===== src/hdl/line_rasterizer_macros.svh =====
// Assertion macros shared by the line rasterizer RTL.
`ifndef LINE_RASTERIZER_MACROS_SVH
`define LINE_RASTERIZER_MACROS_SVH

`ifndef NO_ASSERTIONS

// prop must hold at every clock edge out of reset
`define LR_ASSERT(lbl, clk, rstn, prop, msg) \
    lbl: assert property (@(posedge clk) disable iff (!rstn) prop) else $error(msg);

// ante implies cons in the same cycle
`define LR_ASSERT_SAME(lbl, clk, rstn, ante, cons, msg) \
    lbl: assert property (@(posedge clk) disable iff (!rstn) (ante) |-> (cons)) else $error(msg);

// ante implies cons in the next cycle
`define LR_ASSERT_NEXT(lbl, clk, rstn, ante, cons, msg) \
    lbl: assert property (@(posedge clk) disable iff (!rstn) (ante) |=> (cons)) else $error(msg);

`else

`define LR_ASSERT(lbl, clk, rstn, prop, msg)
`define LR_ASSERT_SAME(lbl, clk, rstn, ante, cons, msg)
`define LR_ASSERT_NEXT(lbl, clk, rstn, ante, cons, msg)

`endif

`endif


===== src/hdl/lrast_pkg.sv =====
package lrast_pkg;

    localparam int COORD_BITS  = 12;
    localparam int ERR_BITS    = COORD_BITS + 2;
    localparam int QUEUE_DEPTH = 2;

    localparam int STRIDE_BITS = 16;
    localparam int BPP_BITS    = 3;
    localparam int ADDR_BITS   = 32;
    localparam int COLOR_BITS  = 32;
    localparam int CFG_IDX_BITS = 2;

    localparam logic [ADDR_BITS-1:0]   BASE_RESET   = '0;
    localparam logic [STRIDE_BITS-1:0] STRIDE_RESET = 16'd7680;
    localparam logic [BPP_BITS-1:0]    BPP_RESET    = 3'd4;

    typedef enum logic [0:0] {
        REQ_START = 1'b0,
        REQ_STEP  = 1'b1
    } req_type_t;

    typedef enum logic [CFG_IDX_BITS-1:0] {
        CFG_BASE_ADDRESS    = 2'd0,
        CFG_ROW_STRIDE      = 2'd1,
        CFG_BYTES_PER_PIXEL = 2'd2
    } cfg_index_t;

    typedef struct packed {
        logic                  req_type;
        logic [COORD_BITS-1:0] start_x;
        logic [COORD_BITS-1:0] start_y;
        logic [COORD_BITS-1:0] end_x;
        logic [COORD_BITS-1:0] end_y;
        logic [COLOR_BITS-1:0] color;
    } lrast_in_t;

    typedef struct packed {
        logic                  pixel_valid;
        logic [COORD_BITS-1:0] pixel_x;
        logic [COORD_BITS-1:0] pixel_y;
        logic [ADDR_BITS-1:0]  pixel_address;
        logic [COLOR_BITS-1:0] pixel_color;
        logic                  last_pixel;
    } lrast_out_t;

    // pixel as produced by the stepper, before address generation
    typedef struct packed {
        logic                  pixel_valid;
        logic [COORD_BITS-1:0] pixel_x;
        logic [COORD_BITS-1:0] pixel_y;
        logic [COLOR_BITS-1:0] pixel_color;
        logic                  last_pixel;
    } lrast_pix_t;

endpackage


===== src/hdl/lrast_front.sv =====
`include "line_rasterizer_macros.svh"

module lrast_front
    import lrast_pkg::*;
(
    input  logic       aclk,
    input  logic       aresetn,
    input  logic       s_valid,
    output logic       s_ready,
    input  lrast_in_t  s_data,
    input  logic       q_ready,
    output logic       q_push,
    output lrast_pix_t q_entry
);

    logic [COORD_BITS-1:0] cur_x_reg, cur_x_next;
    logic [COORD_BITS-1:0] cur_y_reg, cur_y_next;
    logic [COORD_BITS-1:0] goal_x_reg, goal_x_next;
    logic [COORD_BITS-1:0] goal_y_reg, goal_y_next;
    logic [COORD_BITS-1:0] delta_x_reg, delta_x_next;
    logic [COORD_BITS-1:0] delta_y_reg, delta_y_next;
    logic                  dir_x_neg_reg, dir_x_neg_next;
    logic                  dir_y_neg_reg, dir_y_neg_next;
    logic [ERR_BITS-1:0]   err_reg, err_next;
    logic [COLOR_BITS-1:0] color_reg, color_next;
    logic                  active_reg, active_next;

    logic                  accept;
    logic                  is_step;
    logic signed [ERR_BITS:0] e2_s, dx_s, dy_s, err_sum;
    logic                  move_x, move_y;
    logic [COORD_BITS-1:0] step_x, step_y;
    logic [COORD_BITS-1:0] adx, ady;
    logic                  start_last, step_last;

    assign s_ready = q_ready;
    assign accept  = s_valid && q_ready;
    assign q_push  = accept;
    assign is_step = (s_data.req_type == REQ_STEP);

    assign e2_s = {err_reg, 1'b0};
    assign dx_s = $signed({{(ERR_BITS + 1 - COORD_BITS){1'b0}}, delta_x_reg});
    assign dy_s = $signed({{(ERR_BITS + 1 - COORD_BITS){1'b0}}, delta_y_reg});
    assign move_x = (e2_s > -dy_s);
    assign move_y = (e2_s < dx_s);

    assign step_x = move_x ? (dir_x_neg_reg ? cur_x_reg - 1'b1 : cur_x_reg + 1'b1)
                           : cur_x_reg;
    assign step_y = move_y ? (dir_y_neg_reg ? cur_y_reg - 1'b1 : cur_y_reg + 1'b1)
                           : cur_y_reg;

    always_comb begin
        err_sum = $signed({err_reg[ERR_BITS-1], err_reg});
        if (move_x) begin
            err_sum = err_sum - dy_s;
        end
        if (move_y) begin
            err_sum = err_sum + dx_s;
        end
    end

    assign adx = (s_data.start_x > s_data.end_x) ? s_data.start_x - s_data.end_x
                                                 : s_data.end_x - s_data.start_x;
    assign ady = (s_data.start_y > s_data.end_y) ? s_data.start_y - s_data.end_y
                                                 : s_data.end_y - s_data.start_y;

    assign start_last = (s_data.start_x == s_data.end_x) && (s_data.start_y == s_data.end_y);
    assign step_last  = (step_x == goal_x_reg) && (step_y == goal_y_reg);

    always_comb begin
        cur_x_next     = cur_x_reg;
        cur_y_next     = cur_y_reg;
        goal_x_next    = goal_x_reg;
        goal_y_next    = goal_y_reg;
        delta_x_next   = delta_x_reg;
        delta_y_next   = delta_y_reg;
        dir_x_neg_next = dir_x_neg_reg;
        dir_y_neg_next = dir_y_neg_reg;
        err_next       = err_reg;
        color_next     = color_reg;
        active_next    = active_reg;
        q_entry        = '0;
        if (!is_step) begin
            cur_x_next     = s_data.start_x;
            cur_y_next     = s_data.start_y;
            goal_x_next    = s_data.end_x;
            goal_y_next    = s_data.end_y;
            delta_x_next   = adx;
            delta_y_next   = ady;
            dir_x_neg_next = !(s_data.start_x < s_data.end_x);
            dir_y_neg_next = !(s_data.start_y < s_data.end_y);
            err_next       = ERR_BITS'({2'b00, adx}) - ERR_BITS'({2'b00, ady});
            color_next     = s_data.color;
            active_next    = !start_last;
            q_entry.pixel_valid = 1'b1;
            q_entry.pixel_x     = s_data.start_x;
            q_entry.pixel_y     = s_data.start_y;
            q_entry.pixel_color = s_data.color;
            q_entry.last_pixel  = start_last;
        end else if (active_reg) begin
            cur_x_next  = step_x;
            cur_y_next  = step_y;
            err_next    = err_sum[ERR_BITS-1:0];
            active_next = !step_last;
            q_entry.pixel_valid = 1'b1;
            q_entry.pixel_x     = step_x;
            q_entry.pixel_y     = step_y;
            q_entry.pixel_color = color_reg;
            q_entry.last_pixel  = step_last;
        end
    end

    always_ff @(posedge aclk) begin
        if (!aresetn) begin
            cur_x_reg     <= '0;
            cur_y_reg     <= '0;
            goal_x_reg    <= '0;
            goal_y_reg    <= '0;
            delta_x_reg   <= '0;
            delta_y_reg   <= '0;
            dir_x_neg_reg <= 1'b0;
            dir_y_neg_reg <= 1'b0;
            err_reg       <= '0;
            color_reg     <= '0;
            active_reg    <= 1'b0;
        end else if (accept) begin
            cur_x_reg     <= cur_x_next;
            cur_y_reg     <= cur_y_next;
            goal_x_reg    <= goal_x_next;
            goal_y_reg    <= goal_y_next;
            delta_x_reg   <= delta_x_next;
            delta_y_reg   <= delta_y_next;
            dir_x_neg_reg <= dir_x_neg_next;
            dir_y_neg_reg <= dir_y_neg_next;
            err_reg       <= err_next;
            color_reg     <= color_next;
            active_reg    <= active_next;
        end
    end

    `LR_ASSERT_NEXT(a_last_idles, aclk, aresetn, accept && q_entry.last_pixel, !active_reg, "line still active after last pixel")
    `LR_ASSERT_SAME(a_idle_step, aclk, aresetn, accept && is_step && !active_reg, !q_entry.pixel_valid, "idle step produced a pixel")

endmodule


===== src/hdl/lrast_queue.sv =====
`include "line_rasterizer_macros.svh"

module lrast_queue
    import lrast_pkg::*;
#(
    parameter int DEPTH = QUEUE_DEPTH
) (
    input  logic       aclk,
    input  logic       aresetn,
    input  logic       push,
    input  lrast_pix_t push_entry,
    output logic       push_ready,
    output logic       pop_valid,
    input  logic       pop,
    output lrast_pix_t pop_entry
);

    localparam int PTR_W = (DEPTH > 1) ? $clog2(DEPTH) : 1;
    localparam int CNT_W = $clog2(DEPTH + 1);

    lrast_pix_t        mem_reg [DEPTH];
    logic [PTR_W-1:0]  wr_ptr_reg, wr_ptr_next;
    logic [PTR_W-1:0]  rd_ptr_reg, rd_ptr_next;
    logic [CNT_W-1:0]  count_reg, count_next;
    logic              do_push, do_pop;

    assign push_ready = (count_reg != CNT_W'(DEPTH));
    assign pop_valid  = (count_reg != '0);
    assign pop_entry  = mem_reg[rd_ptr_reg];
    assign do_push    = push && push_ready;
    assign do_pop     = pop && pop_valid;

    assign wr_ptr_next = (wr_ptr_reg == PTR_W'(DEPTH - 1)) ? '0 : wr_ptr_reg + 1'b1;
    assign rd_ptr_next = (rd_ptr_reg == PTR_W'(DEPTH - 1)) ? '0 : rd_ptr_reg + 1'b1;

    always_comb begin
        count_next = count_reg;
        if (do_push && !do_pop) begin
            count_next = count_reg + 1'b1;
        end else if (do_pop && !do_push) begin
            count_next = count_reg - 1'b1;
        end
    end

    always_ff @(posedge aclk) begin
        if (!aresetn) begin
            wr_ptr_reg <= '0;
            rd_ptr_reg <= '0;
            count_reg  <= '0;
        end else begin
            if (do_push) begin
                wr_ptr_reg <= wr_ptr_next;
            end
            if (do_pop) begin
                rd_ptr_reg <= rd_ptr_next;
            end
            count_reg <= count_next;
        end
    end

    always_ff @(posedge aclk) begin
        if (do_push) begin
            mem_reg[wr_ptr_reg] <= push_entry;
        end
    end

    `LR_ASSERT(a_count_range, aclk, aresetn, count_reg <= CNT_W'(DEPTH), "queue count overflow")
    `LR_ASSERT_SAME(a_empty_ptrs, aclk, aresetn, count_reg == '0, rd_ptr_reg == wr_ptr_reg, "empty queue with unequal pointers")

endmodule


===== src/hdl/lrast_back.sv =====
`include "line_rasterizer_macros.svh"

module lrast_back
    import lrast_pkg::*;
(
    input  logic                   aclk,
    input  logic                   aresetn,
    input  logic                   q_valid,
    input  lrast_pix_t             q_entry,
    output logic                   q_pop,
    input  logic [ADDR_BITS-1:0]   base_address,
    input  logic [STRIDE_BITS-1:0] row_stride,
    input  logic [BPP_BITS-1:0]    bytes_per_pixel,
    output logic                   m_valid,
    input  logic                   m_ready,
    output lrast_out_t             m_data
);

    localparam int YOFF_BITS = COORD_BITS + STRIDE_BITS;
    localparam int XOFF_BITS = COORD_BITS + BPP_BITS;

    logic                  s1_valid_reg;
    lrast_pix_t            s1_pix_reg;
    logic [YOFF_BITS-1:0]  s1_yoff_reg;
    logic [XOFF_BITS-1:0]  s1_xoff_reg;
    logic                  m_valid_reg;
    lrast_out_t            m_data_reg, m_data_next;
    logic                  s1_adv, s2_adv;
    logic [ADDR_BITS-1:0]  addr_sum;

    assign s2_adv = !m_valid_reg || m_ready;
    assign s1_adv = !s1_valid_reg || s2_adv;
    assign q_pop  = q_valid && s1_adv;

    assign addr_sum = base_address + ADDR_BITS'(s1_yoff_reg) + ADDR_BITS'(s1_xoff_reg);

    always_comb begin
        m_data_next.pixel_valid   = s1_pix_reg.pixel_valid;
        m_data_next.pixel_x       = s1_pix_reg.pixel_x;
        m_data_next.pixel_y       = s1_pix_reg.pixel_y;
        m_data_next.pixel_address = s1_pix_reg.pixel_valid ? addr_sum : '0;
        m_data_next.pixel_color   = s1_pix_reg.pixel_color;
        m_data_next.last_pixel    = s1_pix_reg.last_pixel;
    end

    always_ff @(posedge aclk) begin
        if (!aresetn) begin
            s1_valid_reg <= 1'b0;
            m_valid_reg  <= 1'b0;
        end else begin
            if (s1_adv) begin
                s1_valid_reg <= q_valid;
            end
            if (s2_adv) begin
                m_valid_reg <= s1_valid_reg;
            end
        end
    end

    always_ff @(posedge aclk) begin
        if (q_pop) begin
            s1_pix_reg  <= q_entry;
            s1_yoff_reg <= YOFF_BITS'(q_entry.pixel_y) * YOFF_BITS'(row_stride);
            s1_xoff_reg <= XOFF_BITS'(q_entry.pixel_x) * XOFF_BITS'(bytes_per_pixel);
        end
        if (s2_adv && s1_valid_reg) begin
            m_data_reg <= m_data_next;
        end
    end

    assign m_valid = m_valid_reg;
    assign m_data  = m_data_reg;

    `LR_ASSERT_SAME(a_empty_result, aclk, aresetn, m_valid_reg && !m_data_reg.pixel_valid, (m_data_reg.pixel_address == '0) && !m_data_reg.last_pixel, "empty result carries address or last flag")

endmodule


===== src/hdl/line_rasterizer.sv =====
// Path: an input transfer is written into the queue, then into stage s1 (multiply),
// then into the output register (address add), which drives m_valid.
// Throughput: one item per cycle while the queue has room; one error update per item.
// The output register and a 2-deep queue let input transfers continue while m_ready is low.
// Reset (aresetn low, synchronous): line idle, queue and pipeline empty,
// base_address 0, row_stride 7680, bytes_per_pixel 4. No clearing pass.
module line_rasterizer
    import lrast_pkg::*;
#(
    parameter int QUEUE_DEPTH_P = QUEUE_DEPTH
) (
    input  logic                    aclk,
    input  logic                    aresetn,
    input  logic                    s_valid,
    output logic                    s_ready,
    input  lrast_in_t               s_data,
    output logic                    m_valid,
    input  logic                    m_ready,
    output lrast_out_t              m_data,
    input  logic                    cfg_valid,
    output logic                    cfg_ready,
    input  logic [CFG_IDX_BITS-1:0] cfg_index,
    input  logic [ADDR_BITS-1:0]    cfg_data
);

    logic [ADDR_BITS-1:0]   base_reg;
    logic [STRIDE_BITS-1:0] stride_reg;
    logic [BPP_BITS-1:0]    bpp_reg;

    logic       q_push, q_ready, q_valid, q_pop;
    lrast_pix_t q_in, q_out;

    assign cfg_ready = 1'b1;

    always_ff @(posedge aclk) begin
        if (!aresetn) begin
            base_reg   <= BASE_RESET;
            stride_reg <= STRIDE_RESET;
            bpp_reg    <= BPP_RESET;
        end else if (cfg_valid) begin
            case (cfg_index)
                CFG_BASE_ADDRESS:    base_reg   <= cfg_data;
                CFG_ROW_STRIDE:      stride_reg <= cfg_data[STRIDE_BITS-1:0];
                CFG_BYTES_PER_PIXEL: bpp_reg    <= cfg_data[BPP_BITS-1:0];
                default: ;
            endcase
        end
    end

    lrast_front u_front (
        .aclk    (aclk),
        .aresetn (aresetn),
        .s_valid (s_valid),
        .s_ready (s_ready),
        .s_data  (s_data),
        .q_ready (q_ready),
        .q_push  (q_push),
        .q_entry (q_in)
    );

    lrast_queue #(
        .DEPTH (QUEUE_DEPTH_P)
    ) u_queue (
        .aclk       (aclk),
        .aresetn    (aresetn),
        .push       (q_push),
        .push_entry (q_in),
        .push_ready (q_ready),
        .pop_valid  (q_valid),
        .pop        (q_pop),
        .pop_entry  (q_out)
    );

    lrast_back u_back (
        .aclk            (aclk),
        .aresetn         (aresetn),
        .q_valid         (q_valid),
        .q_entry         (q_out),
        .q_pop           (q_pop),
        .base_address    (base_reg),
        .row_stride      (stride_reg),
        .bytes_per_pixel (bpp_reg),
        .m_valid         (m_valid),
        .m_ready         (m_ready),
        .m_data          (m_data)
    );

endmodule


===== config.mk =====
export PLATFORM = sky130hd
export DESIGN_NAME = line_rasterizer
export DESIGN_NICKNAME = d
export VERILOG_FILES = /design/src/hdl/lrast_pkg.sv /design/src/hdl/lrast_front.sv /design/src/hdl/lrast_queue.sv /design/src/hdl/lrast_back.sv /design/src/hdl/line_rasterizer.sv
export VERILOG_INCLUDE_DIRS = /design/src /design/src/hdl
export SDC_FILE = /design/constraint.sdc
export NUM_CORES = 2
export LEC_CHECK = 0
export ABC_AREA = 1
export BUFFER_PORTS_ARGS = -buffer_cell sky130_fd_sc_hd__clkbuf_2
export CAP_MARGIN = 20
export CORE_MARGIN = 3
export CORE_UTILIZATION = 50
export CTS_BUF_LIST = sky130_fd_sc_hd__clkbuf_4 sky130_fd_sc_hd__clkbuf_8
export DETAILED_ROUTE_END_ITERATION = 8
export MAX_ROUTING_LAYER = met4
export PLACE_DENSITY = 0.79
export SLEW_MARGIN = 20
export SYNTH_ARGS = -nofsm -noshare
export SYNTH_HDL_FRONTEND = slang
export SYNTH_SLANG_ARGS = --single-unit

===== constraint.sdc =====
create_clock -name aclk -period 5.1 [get_ports aclk]
set_input_delay 0 -clock aclk [delete_from_list [all_inputs] [get_ports aclk]]
set_output_delay 0 -clock aclk [all_outputs]
set_load 0.03 [all_outputs]

==> results.md <==
* Run status: finished with violations
* Failing checks: setup timing
* Crit path top cell by count: fa_1
* Final hold slack at 0.0378 ns
* DRC viols at 0
* Area delta synth->final at 21.4%
* 1st-pass router iterations at 6
* Seq/Total Area, Yosys at 39.0%
* Hold crit path type: input port to flip-flop
* Initial antenna violation count at 2
* Starting density of the core at 50.7%
* Final Hold Fails at 0
* Max_cap viols at 0
* Gr usage total at 27.2%
* M1 wire length at between 30 and 40 mm
* DR vias at 28,200
* First DRT Iteration DRCs at 2,358
* Clock slew at reported path FFs at 0.06 ns
* Period Utilization, post-route at 106%
* Most frequent cell after synthesis: nand2_1
* Metal2 WL at 44.9 mm
* Vias in the first global route at 27,700
* IO Port Bufs at 211
* Worst slew margin at 35.0%
* Routed wire length at between 90 and 100 mm
* RePlAce Congestion at between 0.9 and 1
* CTS Buffer Depth at 3
* Synth area leaders: edfxtp_1, dfxtp_1, fa_1
* Yosys reg bits at between 400 and 500
* H-Tree Depth at 3
* Crit-path max FO at 5
* Cell taking the most area after synthesis: edfxtp_1
* Worst setup margin at -0.311 ns
* Largest net degree at the start of global routing at 94
* Die Y at 262 µm
* Vias per inst at 5.37
* Count of cell types in the netlist at between 50 and 60
* Worst Max-Slew Pin Slew at 0.973 ns
* Synthesized instance count at 3,857
* Top-area cell type share of the netlist area at 28.1%
* Synthesized Nets at 4,403
* Ports at 213
* Worst setup EP type: flip-flop
* Synthesized area per cell at 8.50 µm²
* Synth Warn # at 0
* Final Skew at 0.0599 ns
* Mapped cell area at 0.0328 mm²
* Crit Reg-Reg Endpoint: u_back.s1_yoff_reg[25]
* FFs w/ async S/R, synth at 0%
* Final Max Tran Viols at 0
* Routed Antenna Nets at 0
* Wire per inst at 17.5 µm
* Detail Route met3 WL at 6.00 mm
* Req. time, crit path at 5.53 ns
* Worst r2r path cells at 25
* Core Box Area at about 0.065 mm²
* Crit-path max cell delay at 0.56 ns
* Uppermost layer routed: met4
* Ratio of cells with drive above 1 in the final layout at 16.7%
* Final nets at 4,884
* Hpwl dp at 66.5 mm
* Setup violators final at 11
* Unrepaired setup endpoints after global routing: yes
* Number of clock sinks at 486
* CP arrival at 5.84 ns
* Total CTS buffers at 82
* Die footprint at 0.0687 mm²
* Total gr overflow at 0
* CTS tree: done
* Crit path capture: u_back.s1_yoff_reg[25]
* Synth cell count leaders: nand2_1, inv_1, o21ai_0
* Post-synth EDFFs at just over 300
* Root buffer cell: clkbuf_8
* FMAX at 185 MHz
* Die Width at about 260 µm
* Critical path startpoint category: flip-flop
* Critical path type: flip-flop to flip-flop
* Max FFs per register at 116
* Primary FF master, synth: edfxtp_1
* First-pass GRT wire length at about 140 mm
* Worst path slowest cell: fa_1
* Clock Latency Late Sink at 0.71 ns
* Final min period at 5.41 ns
* Internal reg-to-reg setup slack at -0.31 ns
* Row cnt at 93
==> worst min path at each step <==
stage	from	endpoint	slack (ns)	cells past startpoint
after floorplan	cfg_data[10]	stride_reg[10]	0.13	2
after global placement	cfg_data[27]	base_reg[27]	0.23	3
after detailed placement	cfg_data[26]	base_reg[26]	0.23	3
after CTS	s_data[70]	u_front.delta_x_reg[2]	0.02	4
after global routing	s_data[70]	u_front.delta_x_reg[2]	0.04	4
final	s_data[69]	u_front.delta_x_reg[2]	0.04	6
==> per-stage QoR <==
stage	setup WS [ns]	utilization, %	area (µm²)	cells	TNS (ns)
after floorplan	-0.0906	-	33100	3857	-0.151
after global placement	-0.285	55.4	35800	4940	-1.80
after detailed placement	-0.380	55.4	35800	4940	-2.81
after CTS	-0.242	60.9	39400	5249	-1.26
after global routing	-0.491	61.6	39800	5263	-5.00
final	-0.311	61.6	39800	5263	-2.12
==> routing by layer <==
| layer | global-route usage [%] | vias to the layer above |
|---|---|---|
| met2 | 45.4 | 1059 |
| met5 | - | - |
| met4 | 10.5 | 0 |
| met1 | 33.8 | 13400 |
| li1 | - | 13600 |
| met3 | 3.50 | 216 |
==> cell type report <==
class	count	area (µm²)
inverters	629	2410
clock buffers	108	1400
fillers	5264	24900
well taps	855	1070
multi-input cells	2617	17900
diodes	2	5.00
repair buffers	522	3860
clock inverters	44	423
flip-flops and latches	486	12800
==> cells by family (layout without fill, tap and decap cells) <==
logic type / after synthesis / in the layout / share of synthesized area [%]
DFF: 486 / 486 / 39.0
buffers and inverters: 754 / 1303 / 8.82
AOI/OAI and AO/OA: 763 / 763 / 12.6
muxes: 2 / 2 / 0.0610
xor gates and xnor gates: 100 / 100 / 2.67
adders and majority gates: 426 / 426 / 20.3
other: 1 / 3 / 0.0114
and+or+nand+nor: 1325 / 1325 / 16.5
==> what timing repair did <==
item,CTS,global route
pin swaps,46,41
hold endpoints to repair,243,0
hold buffers,133,0
setup endpoints to repair,13,26
resized for setup,67,85
setup buffers,25,13
==> critical path: cells and delay by family (launching register included) <==
family	cells	cell delay (ns)
AO/OA/AOI/OAI	5	0.50
XOR/XNOR	1	0.14
adder cells (fa/ha/maj)	6	2.82
buffers and inverters	7	0.63
flip-flops	1	0.38
AND/OR/NAND/NOR	6	0.69
==> placed cells by master (no fill, tap or decap), types with 94 or more instances in the layout <==
cell,Yosys,routed
a21oi_1,302,283
buf_4,4,158
clkbuf_2,1,210
clkbuf_8,0,94
dfxtp_1,179,178
dlygate4sd3_1,0,133
edfxtp_1,307,307
fa_1,176,167
ha_1,250,235
inv_1,611,587
nand2_1,810,778
nand3_1,135,130
nor2_1,283,268
o21ai_0,311,300
Power is left out: the tool's default activity adds up to more than one toggle a clock period on the data nets, which glitch-free logic cannot reach.
